==> src/rtl/core/motor_lock_controller_core_macros.svh <==
// Assertion macros for the motor lock controller core.
// Used by modules that hold concurrent checks; expects clk and rst in scope.
`ifndef MOTOR_LOCK_CONTROLLER_CORE_MACROS_SVH
`define MOTOR_LOCK_CONTROLLER_CORE_MACROS_SVH

// Condition holds at every edge outside reset.
`define MLC_ALWAYS(label, cond, msg) \
  label: assert property (@(posedge clk) disable iff (rst) (cond)) else $error(msg);

// Condition on the same edge.
`define MLC_IMPLY(label, ante, cons, msg) \
  label: assert property (@(posedge clk) disable iff (rst) (ante) |-> (cons)) else $error(msg);

// Condition on the following edge.
`define MLC_NEXT(label, ante, cons, msg) \
  label: assert property (@(posedge clk) disable iff (rst) (ante) |=> (cons)) else $error(msg);

`endif

==> src/rtl/core/mlc_pkg.sv <==
// Shared types and codes for the motor lock controller core.
// No dependencies; imported by the interfaces and modules of the block.
package mlc_pkg;

  localparam int TIMER_WIDTH      = 16;
  localparam int FAIL_COUNT_WIDTH = 12;
  localparam int CFG_DATA_WIDTH   = 32;
  localparam int CFG_ADDR_WIDTH   = 5;

  localparam logic [1:0] POS_LOCKED   = 2'd0;
  localparam logic [1:0] POS_UNLOCKED = 2'd1;
  localparam logic [1:0] POS_BETWEEN  = 2'd2;
  localparam logic [1:0] POS_CONFLICT = 2'd3;

  localparam logic [1:0] ACT_IDLE   = 2'd0;
  localparam logic [1:0] ACT_UNLOCK = 2'd1;
  localparam logic [1:0] ACT_LOCK   = 2'd2;

  localparam logic [1:0] KIND_OFF     = 2'd0;
  localparam logic [1:0] KIND_PROTECT = 2'd1;
  localparam logic [1:0] KIND_SETTLE  = 2'd2;

  localparam logic [1:0] REQ_LOCK   = 2'd1;
  localparam logic [1:0] REQ_UNLOCK = 2'd2;

  localparam logic [2:0] REG_PROTECT   = 3'd0;
  localparam logic [2:0] REG_SETTLE    = 3'd1;
  localparam logic [2:0] REG_SLEEP     = 3'd2;
  localparam logic [2:0] REG_AUTO_LOCK = 3'd3;
  localparam logic [2:0] REG_FAIL_THR  = 3'd4;

  typedef struct packed {
    logic [TIMER_WIDTH-1:0]      protect_ticks;
    logic [TIMER_WIDTH-1:0]      settle_ticks;
    logic [TIMER_WIDTH-1:0]      sleep_ticks;
    logic [TIMER_WIDTH-1:0]      auto_lock_ticks;
    logic [FAIL_COUNT_WIDTH-1:0] fail_threshold;
  } mlc_cfg_t;

  typedef struct packed {
    logic [1:0] request;
    logic       unlock_switch;
    logic       lock_switch;
  } mlc_tick_t;

  typedef struct packed {
    logic                        bridge_in1;
    logic                        bridge_in2;
    logic                        driver_awake;
    logic                        motor_power;
    logic [1:0]                  position;
    logic [1:0]                  action;
    logic [FAIL_COUNT_WIDTH-1:0] lock_fails;
    logic [FAIL_COUNT_WIDTH-1:0] unlock_fails;
    logic                        blocked;
    logic                        timed_out;
  } mlc_result_t;

  typedef struct packed {
    logic [1:0]                  run_action;
    logic [TIMER_WIDTH-1:0]      motor_left;
    logic [1:0]                  motor_kind;
    logic [TIMER_WIDTH-1:0]      sleep_left;
    logic                        sleep_on;
    logic [FAIL_COUNT_WIDTH-1:0] lock_fails;
    logic [FAIL_COUNT_WIDTH-1:0] unlock_fails;
    logic [1:0]                  prev_switches;
    logic                        in1;
    logic                        in2;
    logic                        awake;
    logic                        power;
    logic                        started;
  } mlc_state_t;

endpackage

==> src/rtl/core/mlc_tick_if.sv <==
// Input channel of the motor lock controller: one tick per transfer.
// Depends on mlc_pkg.
interface mlc_tick_if;
  import mlc_pkg::*;

  logic       valid;
  logic       ready;
  logic [1:0] request;
  logic       unlock_switch;
  logic       lock_switch;

  modport source (output valid, output request, output unlock_switch, output lock_switch,
                  input ready);
  modport sink   (input valid, input request, input unlock_switch, input lock_switch,
                  output ready);
endinterface

==> src/rtl/core/mlc_status_if.sv <==
// Result channel of the motor lock controller: one status item per transfer.
// Depends on mlc_pkg.
interface mlc_status_if;
  import mlc_pkg::*;

  logic                        valid;
  logic                        ready;
  logic                        bridge_in1;
  logic                        bridge_in2;
  logic                        driver_awake;
  logic                        motor_power;
  logic [1:0]                  position;
  logic [1:0]                  action;
  logic [FAIL_COUNT_WIDTH-1:0] lock_fails;
  logic [FAIL_COUNT_WIDTH-1:0] unlock_fails;
  logic                        blocked;
  logic                        timed_out;

  modport source (output valid, output bridge_in1, output bridge_in2, output driver_awake,
                  output motor_power, output position, output action, output lock_fails,
                  output unlock_fails, output blocked, output timed_out, input ready);
  modport sink   (input valid, input bridge_in1, input bridge_in2, input driver_awake,
                  input motor_power, input position, input action, input lock_fails,
                  input unlock_fails, input blocked, input timed_out, output ready);
endinterface

==> src/rtl/core/mlc_cfg_regs.sv <==
// APB-style configuration registers of the motor lock controller.
// Depends on mlc_pkg.
module mlc_cfg_regs (
  input  logic                               clk,
  input  logic                               rst,
  input  logic                               psel,
  input  logic                               penable,
  input  logic                               pwrite,
  input  logic [mlc_pkg::CFG_ADDR_WIDTH-1:0] paddr,
  input  logic [mlc_pkg::CFG_DATA_WIDTH-1:0] pwdata,
  output logic [mlc_pkg::CFG_DATA_WIDTH-1:0] prdata,
  output logic                               pready,
  output mlc_pkg::mlc_cfg_t                  cfg
);
  import mlc_pkg::*;

  logic [2:0] reg_index;
  logic       write_en;

  assign pready    = 1'b1;
  assign reg_index = paddr[CFG_ADDR_WIDTH-1:2];
  assign write_en  = psel && penable && pwrite && pready;

  always_ff @(posedge clk) begin
    if (rst) begin
      cfg.protect_ticks   <= TIMER_WIDTH'(1000);
      cfg.settle_ticks    <= '0;
      cfg.sleep_ticks     <= TIMER_WIDTH'(200);
      cfg.auto_lock_ticks <= TIMER_WIDTH'(2000);
      cfg.fail_threshold  <= FAIL_COUNT_WIDTH'(10);
    end else if (write_en) begin
      case (reg_index)
        REG_PROTECT:   cfg.protect_ticks   <= pwdata[TIMER_WIDTH-1:0];
        REG_SETTLE:    cfg.settle_ticks    <= pwdata[TIMER_WIDTH-1:0];
        REG_SLEEP:     cfg.sleep_ticks     <= pwdata[TIMER_WIDTH-1:0];
        REG_AUTO_LOCK: cfg.auto_lock_ticks <= pwdata[TIMER_WIDTH-1:0];
        REG_FAIL_THR:  cfg.fail_threshold  <= pwdata[FAIL_COUNT_WIDTH-1:0];
        default: ;
      endcase
    end
  end

  always_comb begin
    case (reg_index)
      REG_PROTECT:   prdata = CFG_DATA_WIDTH'(cfg.protect_ticks);
      REG_SETTLE:    prdata = CFG_DATA_WIDTH'(cfg.settle_ticks);
      REG_SLEEP:     prdata = CFG_DATA_WIDTH'(cfg.sleep_ticks);
      REG_AUTO_LOCK: prdata = CFG_DATA_WIDTH'(cfg.auto_lock_ticks);
      REG_FAIL_THR:  prdata = CFG_DATA_WIDTH'(cfg.fail_threshold);
      default:       prdata = '0;
    endcase
  end

endmodule

==> src/rtl/core/mlc_step.sv <==
// Controller state and the single-pass tick update of the motor lock controller.
// Depends on mlc_pkg and motor_lock_controller_core_macros.svh.
module mlc_step (
  input  logic                clk,
  input  logic                rst,
  input  logic                advance,
  input  mlc_pkg::mlc_tick_t  tick,
  input  mlc_pkg::mlc_cfg_t   cfg,
  output mlc_pkg::mlc_result_t result
);
  import mlc_pkg::*;
  `include "motor_lock_controller_core_macros.svh"

  typedef struct packed {
    mlc_state_t st;
    logic       motor_fresh;
    logic       sleep_fresh;
    logic       hit_timeout;
  } work_t;

  mlc_state_t state;
  work_t      w;
  logic [1:0] pos;
  logic [1:0] sw;

  function automatic logic [TIMER_WIDTH-1:0] at_least_one(input logic [TIMER_WIDTH-1:0] v);
    return (v == '0) ? TIMER_WIDTH'(1) : v;
  endfunction

  function automatic work_t stop_motor(input work_t c, input logic [1:0] p,
                                       input mlc_cfg_t k);
    work_t r;
    r = c;
    r.st.in1        = 1'b1;
    r.st.in2        = 1'b1;
    r.st.sleep_left = at_least_one((p == POS_LOCKED) ? k.sleep_ticks : k.auto_lock_ticks);
    r.st.sleep_on   = 1'b1;
    r.sleep_fresh   = 1'b1;
    r.st.run_action = ACT_IDLE;
    return r;
  endfunction

  function automatic work_t try_run(input work_t c, input logic want_lock,
                                    input logic [1:0] p, input mlc_cfg_t k);
    work_t r;
    logic  refuse;
    r = c;
    refuse = (want_lock ? (p == POS_LOCKED) : (p == POS_UNLOCKED)) ||
             (c.st.run_action != ACT_IDLE) ||
             (c.st.lock_fails > k.fail_threshold) ||
             (c.st.unlock_fails > k.fail_threshold);
    if (!refuse) begin
      r.st.motor_kind = KIND_PROTECT;
      r.st.motor_left = at_least_one(k.protect_ticks);
      r.motor_fresh   = 1'b1;
      r.st.sleep_on   = 1'b0;
      r.st.sleep_left = '0;
      r.st.run_action = want_lock ? ACT_LOCK : ACT_UNLOCK;
      r.st.power      = 1'b1;
      r.st.awake      = 1'b1;
      r.st.in1        = !want_lock;
      r.st.in2        = want_lock;
    end
    return r;
  endfunction

  function automatic work_t evaluate(input work_t c, input logic [1:0] p,
                                     input mlc_cfg_t k);
    work_t      r;
    logic [1:0] act;
    logic       failed;
    r = c;
    act = c.st.run_action;
    if (p != POS_BETWEEN) begin
      r.st.motor_kind = KIND_OFF;
      r.st.motor_left = '0;
      r = stop_motor(r, p, k);
      failed = ((act == ACT_LOCK) && (p != POS_LOCKED)) ||
               ((act == ACT_UNLOCK) && (p != POS_UNLOCKED));
      if (!failed) begin
        r.st.lock_fails   = '0;
        r.st.unlock_fails = '0;
      end
    end
    return r;
  endfunction

  function automatic work_t protect_timeout(input work_t c, input logic [1:0] p,
                                            input mlc_cfg_t k);
    work_t r;
    r = c;
    r.st.motor_kind = KIND_OFF;
    r.st.motor_left = '0;
    if (c.st.run_action == ACT_LOCK) begin
      r.st.lock_fails = FAIL_COUNT_WIDTH'(c.st.lock_fails + 1'b1);
    end else if (c.st.run_action == ACT_UNLOCK) begin
      r.st.unlock_fails = FAIL_COUNT_WIDTH'(c.st.unlock_fails + 1'b1);
    end
    r.hit_timeout = 1'b1;
    r = stop_motor(r, p, k);
    return r;
  endfunction

  always_comb begin
    sw = {tick.unlock_switch, tick.lock_switch};
    case (sw)
      2'b11:   pos = POS_CONFLICT;
      2'b10:   pos = POS_UNLOCKED;
      2'b01:   pos = POS_LOCKED;
      default: pos = POS_BETWEEN;
    endcase

    w.st          = state;
    w.motor_fresh = 1'b0;
    w.sleep_fresh = 1'b0;
    w.hit_timeout = 1'b0;

    if (!w.st.started) begin
      w.st.started       = 1'b1;
      w.st.prev_switches = sw;
      if (pos != POS_LOCKED) begin
        w = try_run(w, 1'b1, pos, cfg);
      end
    end

    if (sw != w.st.prev_switches) begin
      w.st.prev_switches = sw;
      if (w.st.run_action != ACT_IDLE) begin
        if (cfg.settle_ticks == '0) begin
          w = evaluate(w, pos, cfg);
        end else begin
          w.st.motor_kind = KIND_SETTLE;
          w.st.motor_left = cfg.settle_ticks;
          w.motor_fresh   = 1'b1;
        end
      end
    end

    if ((w.st.motor_kind != KIND_OFF) && !w.motor_fresh) begin
      w.st.motor_left = TIMER_WIDTH'(w.st.motor_left - 1'b1);
      if (w.st.motor_left == '0) begin
        if (w.st.motor_kind == KIND_PROTECT) begin
          w = protect_timeout(w, pos, cfg);
        end else begin
          w.st.motor_kind = KIND_OFF;
          w = evaluate(w, pos, cfg);
        end
      end
    end

    if (w.st.sleep_on && !w.sleep_fresh) begin
      w.st.sleep_left = TIMER_WIDTH'(w.st.sleep_left - 1'b1);
      if (w.st.sleep_left == '0) begin
        w.st.sleep_on = 1'b0;
        if (w.st.run_action == ACT_IDLE) begin
          if (pos == POS_LOCKED) begin
            w.st.awake = 1'b0;
            w.st.power = 1'b0;
          end else begin
            w = try_run(w, 1'b1, pos, cfg);
          end
        end else begin
          w.st.sleep_left = at_least_one(cfg.sleep_ticks);
          w.st.sleep_on   = 1'b1;
        end
      end
    end

    if (tick.request == REQ_LOCK) begin
      w = try_run(w, 1'b1, pos, cfg);
    end else if (tick.request == REQ_UNLOCK) begin
      w = try_run(w, 1'b0, pos, cfg);
    end

    result.bridge_in1   = w.st.in1;
    result.bridge_in2   = w.st.in2;
    result.driver_awake = w.st.awake;
    result.motor_power  = w.st.power;
    result.position     = pos;
    result.action       = w.st.run_action;
    result.lock_fails   = w.st.lock_fails;
    result.unlock_fails = w.st.unlock_fails;
    result.blocked      = (w.st.lock_fails > cfg.fail_threshold) ||
                          (w.st.unlock_fails > cfg.fail_threshold);
    result.timed_out    = w.hit_timeout;
  end

  always_ff @(posedge clk) begin
    if (rst) begin
      state.run_action    <= ACT_IDLE;
      state.motor_left    <= '0;
      state.motor_kind    <= KIND_OFF;
      state.sleep_left    <= '0;
      state.sleep_on      <= 1'b0;
      state.lock_fails    <= '0;
      state.unlock_fails  <= '0;
      state.prev_switches <= '0;
      state.in1           <= 1'b1;
      state.in2           <= 1'b1;
      state.awake         <= 1'b0;
      state.power         <= 1'b0;
      state.started       <= 1'b0;
    end else if (advance) begin
      state <= w.st;
    end
  end

  `MLC_IMPLY(a_run_powered, state.run_action != ACT_IDLE, state.power && state.awake, "motor runs unpowered")
  `MLC_ALWAYS(a_brake_when_idle, (state.run_action == ACT_IDLE) == (state.in1 && state.in2), "bridge lines disagree with action")
  `MLC_IMPLY(a_timer_needs_run, state.motor_kind != KIND_OFF, (state.run_action != ACT_IDLE) && (state.motor_left != '0), "motor timer armed without a run")
  `MLC_ALWAYS(a_no_sleep_while_run, !(state.sleep_on && (state.run_action != ACT_IDLE)), "sleep timer armed while running")
  `MLC_NEXT(a_started_after_tick, advance, state.started, "first tick not latched")

endmodule

==> src/rtl/core/motor_lock_controller_core.sv <==
// Top level of the motor lock controller: tick input stage, step core, status register.
// Depends on mlc_pkg, mlc_tick_if, mlc_status_if, mlc_cfg_regs and mlc_step.
//
//   channel   dir  transfer when          payload
//   tick      in   tick.valid & ready     request, unlock_switch, lock_switch
//   status    out  status.valid & ready   bridge lines, position, action, fail counts
//   apb cfg   in   psel & penable & pwrite  registers 0..4 at 4*i
//
// One tick per cycle sustained while status.ready holds.
// The tick register feeds the single-pass state update, which loads the status register.
// A stalled status register holds the tick register; tick.ready drops only then.
// Reset is synchronous and clears state and valid flags; config registers take defaults.
module motor_lock_controller_core (
  input  logic                               clk,
  input  logic                               rst,
  mlc_tick_if.sink                           tick,
  mlc_status_if.source                       status,
  input  logic                               psel,
  input  logic                               penable,
  input  logic                               pwrite,
  input  logic [mlc_pkg::CFG_ADDR_WIDTH-1:0] paddr,
  input  logic [mlc_pkg::CFG_DATA_WIDTH-1:0] pwdata,
  output logic [mlc_pkg::CFG_DATA_WIDTH-1:0] prdata,
  output logic                               pready
);
  import mlc_pkg::*;

  mlc_cfg_t    cfg;
  mlc_tick_t   tick_q;
  logic        tick_valid;
  logic        advance;
  mlc_result_t result;
  mlc_result_t status_q;
  logic        status_valid;

  assign advance    = tick_valid && (!status_valid || status.ready);
  assign tick.ready = !tick_valid || advance;

  always_ff @(posedge clk) begin
    if (rst) begin
      tick_valid <= 1'b0;
    end else if (tick.ready) begin
      tick_valid <= tick.valid;
    end
  end

  always_ff @(posedge clk) begin
    if (tick.ready && tick.valid) begin
      tick_q.request       <= tick.request;
      tick_q.unlock_switch <= tick.unlock_switch;
      tick_q.lock_switch   <= tick.lock_switch;
    end
  end

  always_ff @(posedge clk) begin
    if (rst) begin
      status_valid <= 1'b0;
    end else if (advance) begin
      status_valid <= 1'b1;
    end else if (status.ready) begin
      status_valid <= 1'b0;
    end
  end

  always_ff @(posedge clk) begin
    if (advance) begin
      status_q <= result;
    end
  end

  mlc_cfg_regs u_cfg (
    .clk     (clk),
    .rst     (rst),
    .psel    (psel),
    .penable (penable),
    .pwrite  (pwrite),
    .paddr   (paddr),
    .pwdata  (pwdata),
    .prdata  (prdata),
    .pready  (pready),
    .cfg     (cfg)
  );

  mlc_step u_step (
    .clk     (clk),
    .rst     (rst),
    .advance (advance),
    .tick    (tick_q),
    .cfg     (cfg),
    .result  (result)
  );

  assign status.valid        = status_valid;
  assign status.bridge_in1   = status_q.bridge_in1;
  assign status.bridge_in2   = status_q.bridge_in2;
  assign status.driver_awake = status_q.driver_awake;
  assign status.motor_power  = status_q.motor_power;
  assign status.position     = status_q.position;
  assign status.action       = status_q.action;
  assign status.lock_fails   = status_q.lock_fails;
  assign status.unlock_fails = status_q.unlock_fails;
  assign status.blocked      = status_q.blocked;
  assign status.timed_out    = status_q.timed_out;

endmodule

==> src/flat_wrapper.sv <==
// flat-port wrapper written by rule: the top's interface ports become plain ports
module motor_lock_controller_core_flat import mlc_pkg::*;
  (clk, rst, psel, penable, pwrite, paddr, pwdata, prdata, pready, tick_valid, tick_request, tick_unlock_switch, tick_lock_switch, tick_ready, status_valid, status_bridge_in1, status_bridge_in2, status_driver_awake, status_motor_power, status_position, status_action, status_lock_fails, status_unlock_fails, status_blocked, status_timed_out, status_ready);
  mlc_tick_if tick_i ();
  mlc_status_if status_i ();
  input  logic clk;
  input  logic rst;
  input  logic psel;
  input  logic penable;
  input  logic pwrite;
  input  logic [mlc_pkg::CFG_ADDR_WIDTH-1:0] paddr;
  input  logic [mlc_pkg::CFG_DATA_WIDTH-1:0] pwdata;
  output logic [mlc_pkg::CFG_DATA_WIDTH-1:0] prdata;
  output logic pready;
  input wire logic [$bits(tick_i.valid)-1:0] tick_valid;
  input wire logic [$bits(tick_i.request)-1:0] tick_request;
  input wire logic [$bits(tick_i.unlock_switch)-1:0] tick_unlock_switch;
  input wire logic [$bits(tick_i.lock_switch)-1:0] tick_lock_switch;
  output wire logic [$bits(tick_i.ready)-1:0] tick_ready;
  output wire logic [$bits(status_i.valid)-1:0] status_valid;
  output wire logic [$bits(status_i.bridge_in1)-1:0] status_bridge_in1;
  output wire logic [$bits(status_i.bridge_in2)-1:0] status_bridge_in2;
  output wire logic [$bits(status_i.driver_awake)-1:0] status_driver_awake;
  output wire logic [$bits(status_i.motor_power)-1:0] status_motor_power;
  output wire logic [$bits(status_i.position)-1:0] status_position;
  output wire logic [$bits(status_i.action)-1:0] status_action;
  output wire logic [$bits(status_i.lock_fails)-1:0] status_lock_fails;
  output wire logic [$bits(status_i.unlock_fails)-1:0] status_unlock_fails;
  output wire logic [$bits(status_i.blocked)-1:0] status_blocked;
  output wire logic [$bits(status_i.timed_out)-1:0] status_timed_out;
  input wire logic [$bits(status_i.ready)-1:0] status_ready;
  assign tick_i.valid = tick_valid;
  assign tick_i.request = tick_request;
  assign tick_i.unlock_switch = tick_unlock_switch;
  assign tick_i.lock_switch = tick_lock_switch;
  assign tick_ready = tick_i.ready;
  assign status_valid = status_i.valid;
  assign status_bridge_in1 = status_i.bridge_in1;
  assign status_bridge_in2 = status_i.bridge_in2;
  assign status_driver_awake = status_i.driver_awake;
  assign status_motor_power = status_i.motor_power;
  assign status_position = status_i.position;
  assign status_action = status_i.action;
  assign status_lock_fails = status_i.lock_fails;
  assign status_unlock_fails = status_i.unlock_fails;
  assign status_blocked = status_i.blocked;
  assign status_timed_out = status_i.timed_out;
  assign status_i.ready = status_ready;
  motor_lock_controller_core u_core (.clk(clk), .rst(rst), .tick(tick_i), .status(status_i), .psel(psel), .penable(penable), .pwrite(pwrite), .paddr(paddr), .pwdata(pwdata), .prdata(prdata), .pready(pready));
endmodule
==> config.mk <==
export PLATFORM = sky130hd
export DESIGN_NAME = motor_lock_controller_core_flat
export DESIGN_NICKNAME = d
export VERILOG_FILES = /design/src/rtl/core/mlc_pkg.sv /design/src/rtl/core/mlc_tick_if.sv /design/src/rtl/core/mlc_status_if.sv /design/src/rtl/core/mlc_cfg_regs.sv /design/src/rtl/core/mlc_step.sv /design/src/rtl/core/motor_lock_controller_core.sv /design/src/flat_wrapper.sv
export VERILOG_INCLUDE_DIRS = /design/src /design/src/rtl/core
export SDC_FILE = /design/constraint.sdc
export NUM_CORES = 1
export LEC_CHECK = 0
export ABC_AREA = 1
export BUFFER_PORTS_ARGS = -buffer_cell sky130_fd_sc_hd__clkbuf_2
export CELL_PAD_IN_SITES_DETAIL_PLACEMENT = 1
export CELL_PAD_IN_SITES_GLOBAL_PLACEMENT = 2
export CORE_UTILIZATION = 30
export DETAILED_ROUTE_END_ITERATION = 16
export PLACE_DENSITY = 0.76
export SYNTH_ARGS = -nofsm -noshare
export SYNTH_HDL_FRONTEND = slang
export SYNTH_SLANG_ARGS = --single-unit
==> constraint.sdc <==
create_clock -name clk -period 6.28 [get_ports clk]
set_input_delay 0.314 -clock clk [delete_from_list [all_inputs] [get_ports clk]]
set_output_delay 0.314 -clock clk [all_outputs]
set_load 0.01 [all_outputs]
# Yosys cells after proc, flatten, opt, wreduce, memory -nomap -nowiden
# Cells that the tools add are included.
[totals] regBits=184 in_bits=48 output_inout_bits=69 elab_cells=164
[op_classes] addsub=4 order_cmp=8 n_eq_ne=18 muxes=49 n_reduce_logical=52
[ops] operator="two-way mux 71 bit" n=13
[ops] operator="two-way mux 37 bit" n=4
[ops] operator="greater-than comparator 12 bit" n=8
[ops] operator="logical NOT 16 bit" n=6
[ops] operator="one-hot mux 16 bit (5 select lines)" n=1
[ops] operator="two-way mux 65 bit" n=1
[ops] operator="two-way mux 16 bit" n=4
[ops] operator="two-way mux 24 bit" n=2
[ops] operator="two-way mux 48 bit" n=1
[ops] operator="two-way mux 12 bit" n=3
[ops] operator="two-way mux 34 bit" n=1
[ops] operator="subtractor 16 x 1 -> 16 bit (second input constant)" n=2
[ops] operator="adder 12 x 1 -> 12 bit (second input constant)" n=2
[ops] operator="two-way mux 20 bit" n=1
[ops] operator="two-way mux 18 bit" n=1
[ops] operator="logical OR 1 bit" n=17
[ops] operator="two-way mux 17 bit" n=1
[ops] operator="two-way mux 4 bit" n=4
[ops] operator="nonzero test 2 bit" n=7
[ops] operator="equality test 2 x 1 -> 1 bit (second input constant)" n=6
[ops] operator="equality test 2 bit (second input constant)" n=5
[ops] operator="logical AND 1 bit" n=10
[ops] operator="AND reduction 2 bit" n=5
[ops] operator="two-way mux 1 bit" n=7
[ops] operator="other kinds (12)" n=19

# Logic depth before layout (Yosys ltp)
[logic_depth] depth_word=43 depth_mapped=55 depth_no_buf=53

# Cells and area by module
# Synthesis repeated with hierarchy kept, for this count alone.
[hier_totals] hier_cells=2235 hier_area_um2=14194.9
[modules_own_cells] mod="mlc_step" n_inst=1 cells_each=1568 area_per_inst_um2=9058.7 seq_area_each_um2=1361.3
[modules_own_cells] mod="mlc_cfg_regs" n_inst=1 cells_each=617 area_per_inst_um2=3903.7 seq_area_each_um2=1521.5
[modules_own_cells] mod="motor_lock_controller_core" n_inst=1 cells_each=50 area_per_inst_um2=1232.4 seq_area_each_um2=1181.1

# Least setup slack after synthesis
# OpenSTA, ideal clock, no wires.
[synth_path] path_type="register to register" start="register, netlist name u_core.u_cfg.cfg[11]" end="register u_core.u_step.state[54] in the netlist's numbering" setup_time_ns=0.132 arrival_ns=5.855 t_required_ns=6.148 setup_slack_ns=0.292 path_stages_with_launch=48 n_path_buf=5 period_less_slack_ns=5.988 cell_sequence="dfxtp_1 inv_1 ha_1 nand2_1 nor2_1 and2_1 nand2_1 nand3_1 nand2_2 nand3_4 nand3_4 buf_6 nand2_1 inv_2 nand2_2 nand2_4 inv_4 ha_1 [12 not listed] o2111ai_1 nand2_1 inv_1 ha_1 nand4_1 nor3_1 a21oi_1 o211ai_1 o21ai_0 nand2_1 nor2_1 nand2_1 inv_1 nand3_1 clkbuf_1 nand4_1 nand3_1 a21oi_1"
[synth_between] elab_chain_cells=34 word_cells_on_any_way=73 cone_classes="add/sub (4); order compare (6); eq/ne (5); mux (30); reduce/logical (28)"
[synth_lines] element="parallel branches: the longest is 33 deep, another holds subtractor 16 x 1 -> 16 bit"
[synth_lines] element="two-way mux 71 bit *" line="mlc_step.sv:169" text="if (tick.request == REQ_LOCK) begin"
[synth_lines] element="to (signal assigned)" line="mlc_step.sv:204" text="state <= w.st;"
[synth_lines] element="to (decl)" line="mlc_step.sv:21" text="mlc_state_t state;"
# Mark *: on every way between the ends.
# A chain may end at the register's enable or synchronous reset.

==> impl_results.md <==
- Port buffer count: 81
- Root Driver: clkbuf_16
- Die W: 210.5 microns
- Via Count: 14710
- Min cycle time layout: 6355 ps
- Synth Area per Inst: 6.652 sq um
- DR WL/cell: 19.18 microns
- Clock sink count: 184
- Initial DRC Count: 1012
- Final Hold Viols: 0
- CTS max path bufs: 2
- Top cell type's share of synthesized area: 0.2242
- CP Launch Type: flip-flop
- Top cell type by total area after synthesis: dfxtp_1
- Clock transition at path regs: 80 ps
- Post-synth top flop: dfxtp_1
- CTS tree: yes
- P_leak: 0.007936 uW
- Combined area of the multi-input logic cells: 8051 sq um
- Ys async rst share: 0
- Arrival @ worst endpoint: 6590 ps
- Register area: 4073 sq um
- Area grow syn2layout: 34.02%
- Status: finished with violations
- Worst EP required: 6520 ps
- Vias per cell: 5.094
- Worst slew margin: 0.1566
- Max-cap violations: 0
- Max Fclk: 0.1574 GHz
- Setup violators final: 3
- Routability cong.: 0.8792
- Worst path most repeated cell: buf_4
- Seq cells post-synth: 184
- Worst VDD drop: 219.6 uV
- Synthesized area: 13040 sq um
- DIE HEIGHT: 210.5 microns
- DRC: 0
- Unrepaired setup endpoints after global routing: true
- Starting Density: 0.3033
- Critical path class: flip-flop to flip-flop
- Slew Viols, Final: 0
- Worst-Margin Slew: 1260 ps
- Crit. End Element: flip-flop
- Crit-path max cell delay: 350 ps
- Clk_lat worst skew: 480 ps
- Layout cells sized above 1: 0.2880
- Final Cycle Share: 1.012
- Vias in the first global route: 14520
- Design area: 17470 sq um
- Aggregate global-route resource usage: 0.2491
- Diodes inserted: 0
- Synth cell types: 55
- Min Hold Slack: 16.97 ps
- FP Rows: 76
- First-pass GRT wire length: 83.76 mm
- Cells taking the most area after synthesis: dfxtp_1 22%, nand2_1 13%, edfxtp_1 8.8%
- Global route overflow: 0
- Post-Synthesis Cells: 1960
- CTS Buf Count: 17
- PnR worst setup slack: -75.19 ps
- R2R setup slack: -80 ps
- Hold buffers post-CTS: 0
- Failing checks: negative setup slack
- Area after DPL: 15710 sq um
- Register area share after synthesis: 0.3117
- Slowest cell on the critical path: dfxtp_2
- Nets: 2396
- Largest net degree at the start of global routing: 95
- Peak fanout along the critical path: 9
- Total die area: 44300 sq um
- Number of fill cells: 5569
- Core ar.: 42980 sq um
- 1st-pass router iterations: 7
- Final ANT Viol Nets: 0
- # IOs: 117
- Final wirelength: 55.37 mm
- Initial antenna violation count: 1
- Max Clock Skew: 15.86 ps
- PwrDens: 244.6 nW/um^2
- Post-detail-place hpwl: 41.67 mm
- Post-synth EDFFs: 38
- Hold Crit Class: primary input to flip-flop
- Synth warn: 0
- Htree depth: 4
## through the flow
step	utilization	instances	total power, uW	setup TNS (ps)	setup slack (ps)
2_1_floorplan	-	1975	2263	0	292.4
3_3_place_gp	0.3655	2800	2884	-10740	-308.0
3_5_place_dp	0.3655	2800	2928	-16520	-451.5
4_1_cts	0.3961	2874	4203	0	10.34
5_1_grt	0.4065	2887	4505	-15660	-416.8
6_report	0.4065	2887	4274	-84.70	-75.19
## power by group
part | internal (uW) | total [uW] | switching (uW)
Clock | 567 | 1140 | 577
Sequential | 1260 | 1300 | 35.0
Combinational | 731 | 1830 | 1100
## worst paths after layout
path / start / to / cells after the start
setup / recovery: u_core.u_cfg.cfg[11]$_SDFFE_PP0P_ / u_core.status.unlock_fails[1]$_DFFE_PP_ / 48
hold / removal: tick_request[0] / u_core.tick_q[2]$_DFFE_PP_ / 1
setup reg to reg: u_core.u_cfg.cfg[11]$_SDFFE_PP0P_ / u_core.status.unlock_fails[1]$_DFFE_PP_ / 48
hold reg to reg: u_core.u_step.state[41]$_SDFFE_PP0P_ / u_core.u_step.state[41]$_SDFFE_PP0P_ / 2
## cell usage after synthesis, types with 15 or more instances
library cell and count:
a21oi_1 155, buf_4 19, clkbuf_1 61, dfxtp_1 146
edfxtp_1 38, ha_1 59, inv_1 257, inv_2 22
nand2_1 443, nand2_2 37, nand3_1 86, nand4_1 56
nor2_1 169, nor2_4 15, nor3_1 24, o211ai_1 22
o21ai_0 189, o21ai_1 16, o22ai_1 17
## worst max-delay path: cells and delay by family, from the launching register on
kind,cells,cell delay (ps)
buf+inv,26,3160
simple gates,18,1930
fa+ha+maj,2,430
flops,1,350
compound gates,2,230
## cells in the final DEF (no fill, tap or decap), types with 25 or more instances in the layout
cell and n:
clkbuf_2 81, inv_2 41, edfxtp_1 38, nand3_1 78, nor2_1 158, a21oi_1 149
inv_1 229, o21ai_1 25, nand4_1 56, dfxtp_1 139, nand2_1 417, o21ai_0 179
nand2_2 57, ha_1 40, buf_4 290
## flip-flops by register name, indices dropped and copies added (netlist names), 2 cells and up
name and count:
u_core.tick_q 4, u_core.status.unlock_fails 12, u_core.status.action 2, u_core.u_step.state 68, u_core.status.position 2, u_core.u_cfg.cfg 76
u_core.status.lock_fails 12
## final cells by class
class,count,share of cell area
Multi-Input combinational cell,1411,0.4608
Tap cell,585,0.04189
Inverter,284,0.06273
Clock inverter,14,0.009166
Timing Repair Buffer,391,0.1678
Sequential cell,184,0.2331
Clock buffer,18,0.02456
## routing by layer
layer  GRT usage  part of all wire  vias to the layer above
met4     0.09620             0.031                        0
li1            -                 -                     7108
met1      0.3353              0.47                     7158
met3     0.03352             0.041                       77
met5           0                 0                        -
met2      0.4031              0.46                      363
## what timing repair did
item | in CTS | in global routing
setup buffers | 40 | 12
pin swaps | 27 | 36
resized for setup | 87 | 84
endpoints found under the setup margin | 47 | 48
hold endpoints to repair | 0 | 0
cloned | 2 | 1
## cells by family (layout without fill, tap and decap cells)
| kind of cell | Yosys count | count (layout) | share of synthesized area |
|---|---|---|---|
| AND/OR/NAND/NOR | 886 | 886 | 0.3172 |
| flip-flops | 184 | 184 | 0.3117 |
| buffers and inverters | 380 | 707 | 0.1203 |
| other | 2 | 17 | 0.0005760 |
| adder cells (fa/ha/maj) | 59 | 59 | 0.05662 |
| multiplexers | 3 | 3 | 0.002303 |
| AO/OA/AOI/OAI | 443 | 443 | 0.1893 |
| XOR/XNOR | 3 | 3 | 0.002016 |
Power figures use the tool's default switching activity.
